===== config.mk =====
export PLATFORM = sky130hd
export DESIGN_NAME = accel_offset_cal_magnitude_top
export DESIGN_NICKNAME = d
export VERILOG_FILES = /design/src/hw/rtl/acal_pkg.sv /design/src/hw/rtl/acal_div.sv /design/src/hw/rtl/acal_sqsum.sv /design/src/hw/rtl/acal_sqrt.sv /design/src/hw/rtl/accel_offset_cal_magnitude_top.sv
export SDC_FILE = /design/constraint.sdc
export NUM_CORES = 2
export LEC_CHECK = 0
export BUFFER_PORTS_ARGS = -buffer_cell sky130_fd_sc_hd__buf_2
export CAP_MARGIN = 5
export CORE_ASPECT_RATIO = 0.9
export CORE_MARGIN = 4
export CORE_UTILIZATION = 25
export CTS_CLUSTER_SIZE = 8
export DETAILED_ROUTE_END_ITERATION = 6
export GPL_TIMING_DRIVEN = 0
export PLACE_DENSITY = 0.36
export SYNTH_ARGS = -nofsm -noshare
export SYNTH_HDL_FRONTEND = slang
export SYNTH_SLANG_ARGS = --single-unit

===== constraint.sdc =====
create_clock -name clk -period 15.4 [get_ports clk]
set_clock_uncertainty 0.1 [all_clocks]
set_input_delay 3.08 -clock clk [delete_from_list [all_inputs] [get_ports clk]]
set_output_delay 3.08 -clock clk [all_outputs]
set_load 0.05 [all_outputs]

===== src/hw/rtl/acal_pkg.sv =====
// Shared types and constants for the accelerometer offset calibration and magnitude block.
package acal_pkg;

  localparam int AXIS_W     = 16;
  localparam int SQ_W       = 2 * AXIS_W;
  localparam int SS_W       = SQ_W + 2;
  localparam int ROOT_W     = SS_W / 2;
  localparam int REM_W      = ROOT_W + 2;
  localparam int SQRT_STEPS = SS_W / 2;
  localparam int ONE_G_W    = 15;
  localparam int CFG_DATA_W = 32;
  localparam int CFG_ADDR_W = 3;

  localparam logic [ONE_G_W-1:0] ONE_G_RESET = 15'd16384;
  localparam logic [AXIS_W-1:0]  MAG_MAX     = 16'd56755;

  localparam logic [0:0] REG_ONE_G = 1'b0;

  typedef struct packed {
    logic busy;
    logic done;
  } acal_stat_t;

  typedef enum logic [4:0] {
    S_CAL  = 5'b00001,
    S_DIV  = 5'b00010,
    S_IDLE = 5'b00100,
    S_MAG  = 5'b01000,
    S_HOLD = 5'b10000
  } acal_state_t;

endpackage


===== src/hw/rtl/acal_div.sv =====
// Bit-serial restoring divider of a signed calibration sum by the constant sample count.
module acal_div
  import acal_pkg::*;
#(
  parameter int DIVISOR = 500,
  parameter int SUM_W   = 25
) (
  input  logic                    clk,
  input  logic                    rst_n,
  input  logic                    start,
  input  logic signed [SUM_W-1:0] sum,
  output logic [AXIS_W-1:0]       quot,
  output acal_stat_t              stat
);

  localparam int RW = $clog2(DIVISOR) + 1;
  localparam int CW = $clog2(SUM_W + 1);

  logic [SUM_W-1:0] dvd_r;
  logic [RW-1:0]    rem_r;
  logic             neg_r;
  logic [CW-1:0]    cnt_r;
  logic             busy_r;
  logic             done_r;
  logic [RW:0]      rsh;
  logic [RW:0]      rdiff;
  logic             ge;
  logic [AXIS_W-1:0] q_mag;

  assign rsh   = {rem_r, dvd_r[SUM_W-1]};
  assign ge    = rsh >= (RW+1)'(DIVISOR);
  assign rdiff = rsh - (RW+1)'(DIVISOR);
  assign q_mag = dvd_r[AXIS_W-1:0];
  assign quot  = neg_r ? (~q_mag + 1'b1) : q_mag;
  assign stat  = '{busy: busy_r, done: done_r};

  always_ff @(posedge clk) begin
    if (!rst_n) begin
      busy_r <= 1'b0;
      done_r <= 1'b0;
      cnt_r  <= '0;
    end else begin
      done_r <= 1'b0;
      if (start) begin
        busy_r <= 1'b1;
        cnt_r  <= CW'(SUM_W);
        neg_r  <= sum[SUM_W-1];
        dvd_r  <= sum[SUM_W-1] ? (~sum + 1'b1) : sum;
        rem_r  <= '0;
      end else if (busy_r) begin
        dvd_r <= {dvd_r[SUM_W-2:0], ge};
        rem_r <= ge ? rdiff[RW-1:0] : rsh[RW-1:0];
        cnt_r <= cnt_r - 1'b1;
        if (cnt_r == CW'(1)) begin
          busy_r <= 1'b0;
          done_r <= 1'b1;
        end
      end
    end
  end

endmodule


===== src/hw/rtl/acal_sqsum.sv =====
// Three-lane bit-serial squarer that sums the squares of the corrected axes.
module acal_sqsum
  import acal_pkg::*;
(
  input  logic                     clk,
  input  logic                     rst_n,
  input  logic                     start,
  input  logic signed [AXIS_W-1:0] cx,
  input  logic signed [AXIS_W-1:0] cy,
  input  logic signed [AXIS_W-1:0] cz,
  output logic [SS_W-1:0]          ss,
  output acal_stat_t               stat
);

  localparam int NUM_AXES = 3;
  localparam int CW       = $clog2(AXIS_W + 1);

  logic [AXIS_W-1:0] a_r [NUM_AXES];
  logic [AXIS_W-1:0] m_r [NUM_AXES];
  logic [SQ_W-1:0]   p_r [NUM_AXES];
  logic [SQ_W-1:0]   p_nxt [NUM_AXES];
  logic [AXIS_W-1:0] abs_in [NUM_AXES];
  logic [AXIS_W-1:0] raw_in [NUM_AXES];
  logic [AXIS_W:0]   hi [NUM_AXES];
  logic [CW-1:0]     cnt_r;
  logic              busy_r;
  logic              add_r;
  logic              done_r;
  logic [SS_W-1:0]   ss_r;

  assign raw_in[0] = cx;
  assign raw_in[1] = cy;
  assign raw_in[2] = cz;

  always_comb begin
    for (int k = 0; k < NUM_AXES; k++) begin
      abs_in[k] = raw_in[k][AXIS_W-1] ? (~raw_in[k] + 1'b1) : raw_in[k];
      hi[k]     = {1'b0, p_r[k][SQ_W-1:AXIS_W]}
                + (m_r[k][0] ? {1'b0, a_r[k]} : '0);
      p_nxt[k]  = {hi[k], p_r[k][AXIS_W-1:1]};
    end
  end

  assign ss   = ss_r;
  assign stat = '{busy: busy_r | add_r, done: done_r};

  always_ff @(posedge clk) begin
    if (!rst_n) begin
      busy_r <= 1'b0;
      add_r  <= 1'b0;
      done_r <= 1'b0;
      cnt_r  <= '0;
    end else begin
      done_r <= 1'b0;
      if (start) begin
        busy_r <= 1'b1;
        cnt_r  <= CW'(AXIS_W);
        for (int k = 0; k < NUM_AXES; k++) begin
          a_r[k] <= abs_in[k];
          m_r[k] <= abs_in[k];
          p_r[k] <= '0;
        end
      end else if (busy_r) begin
        for (int k = 0; k < NUM_AXES; k++) begin
          p_r[k] <= p_nxt[k];
          m_r[k] <= m_r[k] >> 1;
        end
        cnt_r <= cnt_r - 1'b1;
        if (cnt_r == CW'(1)) begin
          busy_r <= 1'b0;
          add_r  <= 1'b1;
        end
      end else if (add_r) begin
        ss_r   <= SS_W'(p_r[0]) + SS_W'(p_r[1]) + SS_W'(p_r[2]);
        add_r  <= 1'b0;
        done_r <= 1'b1;
      end
    end
  end

endmodule


===== src/hw/rtl/acal_sqrt.sv =====
// Digit-by-digit floor square root, two radicand bits per cycle.
module acal_sqrt
  import acal_pkg::*;
(
  input  logic              clk,
  input  logic              rst_n,
  input  logic              start,
  input  logic [SS_W-1:0]   ss,
  output logic [AXIS_W-1:0] root,
  output acal_stat_t        stat
);

  localparam int CW = $clog2(SQRT_STEPS + 1);

  logic [SS_W-1:0]   v_r;
  logic [REM_W-1:0]  rem_r;
  logic [ROOT_W-1:0] root_r;
  logic [CW-1:0]     cnt_r;
  logic              busy_r;
  logic              done_r;
  logic [REM_W+1:0]  rsh;
  logic [REM_W+1:0]  trial;
  logic [REM_W+1:0]  rdiff;
  logic              ge;

  assign rsh   = {rem_r, v_r[SS_W-1:SS_W-2]};
  assign trial = {2'b00, root_r, 2'b01};
  assign ge    = rsh >= trial;
  assign rdiff = rsh - trial;
  assign root  = root_r[AXIS_W-1:0];
  assign stat  = '{busy: busy_r, done: done_r};

  always_ff @(posedge clk) begin
    if (!rst_n) begin
      busy_r <= 1'b0;
      done_r <= 1'b0;
      cnt_r  <= '0;
    end else begin
      done_r <= 1'b0;
      if (start) begin
        busy_r <= 1'b1;
        cnt_r  <= CW'(SQRT_STEPS);
        v_r    <= ss;
        rem_r  <= '0;
        root_r <= '0;
      end else if (busy_r) begin
        v_r    <= {v_r[SS_W-3:0], 2'b00};
        rem_r  <= ge ? rdiff[REM_W-1:0] : rsh[REM_W-1:0];
        root_r <= {root_r[ROOT_W-2:0], ge};
        cnt_r  <= cnt_r - 1'b1;
        if (cnt_r == CW'(1)) begin
          busy_r <= 1'b0;
          done_r <= 1'b1;
        end
      end
    end
  end

endmodule


===== src/hw/rtl/accel_offset_cal_magnitude_top.sv =====
// Top level: offset calibration, correction and magnitude of three-axis accelerometer samples.
// After reset the first CAL_SAMPLES samples are taken one per cycle and summed per axis; they
// give no result. The per-axis offsets then come from bit-serial dividers; while they run no
// sample is taken, and one_g_counts, as it stood at the last calibration transfer, is
// removed from the Z offset. Each later sample gives one result: the corrected axes and the
// floor square root of their summed squares (magnitude in g, Q2.14). From transfer to result
// a sample passes through the correction registers, the one-bit-per-cycle squarer and its
// final add, and the two-bits-per-cycle root; the next sample is taken while a result still
// waits in the output register.
module accel_offset_cal_magnitude_top
  import acal_pkg::*;
#(
  parameter int CAL_SAMPLES = 500
) (
  input  logic                  clk,
  input  logic                  rst_n,
  input  logic                  in_tvalid,
  output logic                  in_tready,
  input  logic [47:0]           in_tdata,   // accel_x, accel_y, accel_z
  output logic                  out_tvalid,
  input  logic                  out_tready,
  output logic [63:0]           out_tdata,  // cal_x, cal_y, cal_z, magnitude
  input  logic                  cfg_psel,
  input  logic                  cfg_penable,
  input  logic                  cfg_pwrite,
  input  logic [CFG_ADDR_W-1:0] cfg_paddr,
  input  logic [CFG_DATA_W-1:0] cfg_pwdata,
  output logic [CFG_DATA_W-1:0] cfg_prdata,
  output logic                  cfg_pready
);

  localparam int SUM_W = $clog2(CAL_SAMPLES) + AXIS_W;
  localparam int CNT_W = (CAL_SAMPLES > 1) ? $clog2(CAL_SAMPLES) : 1;

  acal_state_t state_r, state_nxt;

  logic [ONE_G_W-1:0]       one_g_r;
  logic [ONE_G_W-1:0]       one_g_cal_r;
  logic signed [SUM_W-1:0]  sum_x_r, sum_y_r, sum_z_r;
  logic [CNT_W-1:0]         cnt_r;
  logic [AXIS_W-1:0]        off_x_r, off_y_r, off_z_r;
  logic signed [AXIS_W-1:0] cal_x_r, cal_y_r, cal_z_r;
  logic signed [AXIS_W-1:0] in_x, in_y, in_z;
  logic                     div_start_r;
  logic                     sq_start_r;
  logic [AXIS_W-1:0]        q_x, q_y, q_z;
  acal_stat_t               div_stat, div_stat_y, div_stat_z;
  acal_stat_t               sq_stat, rt_stat;
  logic [SS_W-1:0]          ss;
  logic [AXIS_W-1:0]        root;
  logic                     in_acc, out_free, last_cal, load_out, cfg_wr;
  logic                     out_valid_r;
  logic [63:0]              out_data_r;

  assign in_x = in_tdata[15:0];
  assign in_y = in_tdata[31:16];
  assign in_z = in_tdata[47:32];

  assign in_tready  = (state_r == S_CAL) || (state_r == S_IDLE);
  assign in_acc     = in_tvalid && in_tready;
  assign out_free   = !out_valid_r || out_tready;
  assign last_cal   = cnt_r == CNT_W'(CAL_SAMPLES - 1);
  assign out_tvalid = out_valid_r;
  assign out_tdata  = out_data_r;

  assign cfg_pready = 1'b1;
  assign cfg_wr     = cfg_psel && cfg_penable && cfg_pwrite
                   && (cfg_paddr[CFG_ADDR_W-1] == REG_ONE_G);
  assign cfg_prdata = (cfg_paddr[CFG_ADDR_W-1] == REG_ONE_G)
                    ? CFG_DATA_W'(one_g_r) : '0;

  assign load_out = ((state_r == S_MAG) && rt_stat.done && out_free)
                 || ((state_r == S_HOLD) && out_free);

  always_comb begin
    state_nxt = state_r;
    unique case (state_r)
      S_CAL:  if (in_acc && last_cal) state_nxt = S_DIV;
      S_DIV:  if (div_stat.done) state_nxt = S_IDLE;
      S_IDLE: if (in_acc) state_nxt = S_MAG;
      S_MAG:  if (rt_stat.done) state_nxt = out_free ? S_IDLE : S_HOLD;
      S_HOLD: if (out_free) state_nxt = S_IDLE;
      default: state_nxt = S_CAL;
    endcase
  end

  always_ff @(posedge clk) begin
    if (!rst_n) begin
      state_r     <= S_CAL;
      one_g_r     <= ONE_G_RESET;
      one_g_cal_r <= ONE_G_RESET;
      sum_x_r     <= '0;
      sum_y_r     <= '0;
      sum_z_r     <= '0;
      cnt_r       <= '0;
      off_x_r     <= '0;
      off_y_r     <= '0;
      off_z_r     <= '0;
      div_start_r <= 1'b0;
      sq_start_r  <= 1'b0;
      out_valid_r <= 1'b0;
    end else begin
      state_r     <= state_nxt;
      div_start_r <= in_acc && (state_r == S_CAL) && last_cal;
      sq_start_r  <= in_acc && (state_r == S_IDLE);
      if (cfg_wr) begin
        one_g_r <= cfg_pwdata[ONE_G_W-1:0];
      end
      if (in_acc && (state_r == S_CAL)) begin
        sum_x_r <= sum_x_r + SUM_W'(in_x);
        sum_y_r <= sum_y_r + SUM_W'(in_y);
        sum_z_r <= sum_z_r + SUM_W'(in_z);
        cnt_r   <= cnt_r + 1'b1;
        if (last_cal) begin
          one_g_cal_r <= one_g_r;
        end
      end
      if ((state_r == S_DIV) && div_stat.done) begin
        off_x_r <= q_x;
        off_y_r <= q_y;
        off_z_r <= q_z - {1'b0, one_g_cal_r};
      end
      if (load_out) begin
        out_valid_r <= 1'b1;
      end else if (out_tready) begin
        out_valid_r <= 1'b0;
      end
    end
  end

  always_ff @(posedge clk) begin
    if (in_acc && (state_r == S_IDLE)) begin
      cal_x_r <= in_x - off_x_r;
      cal_y_r <= in_y - off_y_r;
      cal_z_r <= in_z - off_z_r;
    end
    if (load_out) begin
      out_data_r <= {root, cal_z_r, cal_y_r, cal_x_r};
    end
  end

  acal_div #(.DIVISOR(CAL_SAMPLES), .SUM_W(SUM_W)) u_div_x (
    .clk(clk), .rst_n(rst_n), .start(div_start_r), .sum(sum_x_r),
    .quot(q_x), .stat(div_stat)
  );

  acal_div #(.DIVISOR(CAL_SAMPLES), .SUM_W(SUM_W)) u_div_y (
    .clk(clk), .rst_n(rst_n), .start(div_start_r), .sum(sum_y_r),
    .quot(q_y), .stat(div_stat_y)
  );

  acal_div #(.DIVISOR(CAL_SAMPLES), .SUM_W(SUM_W)) u_div_z (
    .clk(clk), .rst_n(rst_n), .start(div_start_r), .sum(sum_z_r),
    .quot(q_z), .stat(div_stat_z)
  );

  acal_sqsum u_sqsum (
    .clk(clk), .rst_n(rst_n), .start(sq_start_r),
    .cx(cal_x_r), .cy(cal_y_r), .cz(cal_z_r),
    .ss(ss), .stat(sq_stat)
  );

  acal_sqrt u_sqrt (
    .clk(clk), .rst_n(rst_n), .start(sq_stat.done), .ss(ss),
    .root(root), .stat(rt_stat)
  );

`ifndef SYNTH
  a_no_result_in_cal: assert property (@(posedge clk) disable iff (!rst_n)
    (state_r == S_CAL) |-> !out_tvalid)
    else $error("result produced during calibration");

  a_mag_range: assert property (@(posedge clk) disable iff (!rst_n)
    out_tvalid |-> (out_tdata[63:48] <= MAG_MAX))
    else $error("magnitude above largest possible root");

  a_ready_units_idle: assert property (@(posedge clk) disable iff (!rst_n)
    in_tready |-> (!sq_stat.busy && !rt_stat.busy && !div_stat.busy))
    else $error("sample taken while an arithmetic unit is busy");

  a_div_lanes_agree: assert property (@(posedge clk) disable iff (!rst_n)
    (div_stat.done == div_stat_y.done) && (div_stat.done == div_stat_z.done))
    else $error("offset divider lanes out of step");

  a_div_to_idle: assert property (@(posedge clk) disable iff (!rst_n)
    ((state_r == S_DIV) && div_stat.done) |=> in_tready)
    else $error("not ready after calibration");
`endif

endmodule

==> impl_metrics.tcl <==
set metrics [dict create \
    die_x_um 439 \
    cts_setup_buffers 0 \
    crit_arrival_ns 3.94 \
    synth_top_cell_by_area "edfxtp_1" \
    antenna_found_initial 6 \
    synth.distinct_cells 76 \
    synth_area_leaders "edfxtp_1, dfxtp_1, ha_1, nor2_1, xnor2_1" \
    drc 0 \
    synth-async-reset-ratio_pct 0 \
    status "finished clean" \
    cts_num_sinks 720 \
    start_util_pct 25.1 \
    clk_pin_slew_ns 0.05 \
    max_freq_ghz 0.140 \
    area_growth_pct 16.7 \
    worstPathMaxFanout 10 \
    cts_tree "done" \
    grt_overflow 0 \
    synth-edff-count 516 \
    grt_pass1_vias 30800 \
    netlist.area_leader.share_pct 37.1 \
    drive_gt1_share_pct 8.85 \
    synth_area_um2 41800 \
    cp.required_ns 12.22 \
    whs_ns 0.324 \
    die_h_um 396 \
    place.gp.congestion 0.793 \
    clk_latency_ns 0.72 \
    root_buffer "clkbuf_16" \
    cts-resized-gates 0 \
    ctsHtreeMaxLevel 3 \
    dieArea_um2 174000 \
    min_from "sum_z_r[24]$_SDFFE_PN0P_" \
    ys.flop_type "edfxtp_1" \
    finalCritPeriodShare_pct 46.2 \
    synth_seq_cells 720 \
    start_kind "primary input" \
    finalCriticalPeriod_ns 7.12 \
    routedWlPerCell_um 19.0 \
    tightest_slew_ns 1.19 \
    synth_common_cells "nor2_1, edfxtp_1, nand2_1, a21oi_1, ha_1" \
    viasPerCell 4.50 \
    drtIter0Drc 1641 \
    power_uw 5190 \
    vdd_drop_max_v 0.0000770 \
    critical_path_class "in -> out" \
    core_um2 166000 \
    dr_total_vias 30700 \
    hpwl_um 99500 \
    slew_headroom_pct 20.5 \
    core.rowCount 142 \
    seq_area_frac_synth_pct 46.8 \
    power.leakage_uw 0.0184 \
    hp-class "reg -> reg" \
    clk_path_buf_depth 3 \
    ctsHoldBuffers 0 \
    hold_violations 0 \
    grt_usage_pct 14.7 \
    first_pass_iters 5 \
    finalSetupViolations 0 \
    power-per-cell-area_nw_per_um2 106 \
    final_nets 4904 \
    crit_start "cfg_paddr[2]" \
    wl_um 129000 \
    syn_avg_cell_area_um2 9.89 \
    port_buffers 151 \
    grt_pass1_wl_um 196000 \
    pin_count 189 \
    synth.most_common_cell "nor2_1" \
    grt_max_degree 36 \
    reg2reg_from "u_sqsum.p_r[0][0]$_SDFFCE_PN0P_" \
    antenna_cells 0 \
    rsz0062_at_grt "false" \
    antenna_left 0 \
    end_kind "output pin" \
    synthCells 4225 \
    slew_violations 0 \
    ys.warnings.count 0 \
    max_cap_violations 0 \
    numCtsBuffers 102 \
]
==> routing by layer <==
| layer | share of wire, % | up-vias | track usage, % |
|---|---|---|---|
| li1 | - | 15600 | - |
| met1 | 47 | 14500 | 19.5 |
| met2 | 48 | 366 | 24.9 |
| met3 | 2.6 | 186 | 2.04 |
| met4 | 2.9 | 0 | 4.19 |
| met5 | 0 | - | 0 |
==> cell type report <==
type                            instances  area, um2
Fill cell                           17600     118000
Buffer                                153        648
Tap cell                             2232       2790
Inverter                              218        818
Clock buffer                          167       2840
Timing Repair Buffer                  168       1080
Multi-Input combinational cell       3150      20800
Clock inverter                          9        181
Sequential cell                       720      19600
==> final timing paths <==
check / endpoint / slack [ns] / cells past startpoint
hold reg to reg: u_div_z.neg_r$_DFFE_PP_ / 0.32 / 0
setup / recovery: cfg_prdata[12] / 8.28 / 4
setup reg to reg: u_sqsum.ss[30]$_DFFE_PP_ / 9.77 / 20
hold / removal: u_div_z.neg_r$_DFFE_PP_ / 0.32 / 0
==> power by group <==
part	switching (uW)	leakage (uW)	internal, uW
Clock	933	0.00143	1260
Combinational	481	0.0106	305
Sequential	84.2	0.00635	2130
Total	1500	0.0184	3690
==> worst max-delay path, stage by stage <==
cell      delay (ns)
buf_2           0.18
clkbuf_1        0.36
nor2b_1         0.09
buf_2           0.22
==> kinds of logic (layout without fill, tap and decap cells) <==
logic type,Yosys count,in the layout,synth area share (%)
simple gates,1432,1432,16.1
compound gates,911,911,13.7
flops,720,720,46.8
xor+xnor,391,391,8.19
buf+inv,371,715,3.51
fa+ha+maj,301,301,9.23
mux,97,97,2.49
other cells,2,18,0.0180
==> registers in the layout (all words and copies together), names as in the netlist, 17 cells and up <==
register / cells
u_sqsum.m_r: 48
sum_x_r: 25
u_div_z.dvd_r: 25
u_div_x.dvd_r: 25
u_sqsum.ss: 34
sum_z_r: 25
u_div_y.dvd_r: 25
sum_y_r: 25
u_sqrt.rem_r: 19
u_sqsum.a_r: 48
out_tdata: 64
u_sqrt.root_r: 17
u_sqrt.v_r: 34
u_sqsum.p_r: 96
==> stage by stage <==
step	utilization, %	setup WS [ns]	area, um2	std cells	TNS (ns)
floorplan	-	5.09	41900	4241	0
global placement	27.3	-0.578	45400	6624	-80.70
detailed placement	27.5	8.24	45800	6641	0
CTS	29.3	8.24	48800	6817	0
global route	29.3	8.13	48800	6817	0
finish	29.3	8.28	48800	6817	0
==> cell usage in the layout (no fill, tap or decap), types with 184 or more instances in the layout <==
master and n:
xnor2_1 212, ha_1 289, nor2_1 546, clkbuf_1 184, edfxtp_1 516, dfxtp_1 204, inv_1 215, a21oi_1 322
nand2_1 328, o21ai_0 184
No activity file was read; power rests on OpenSTA's default activity.
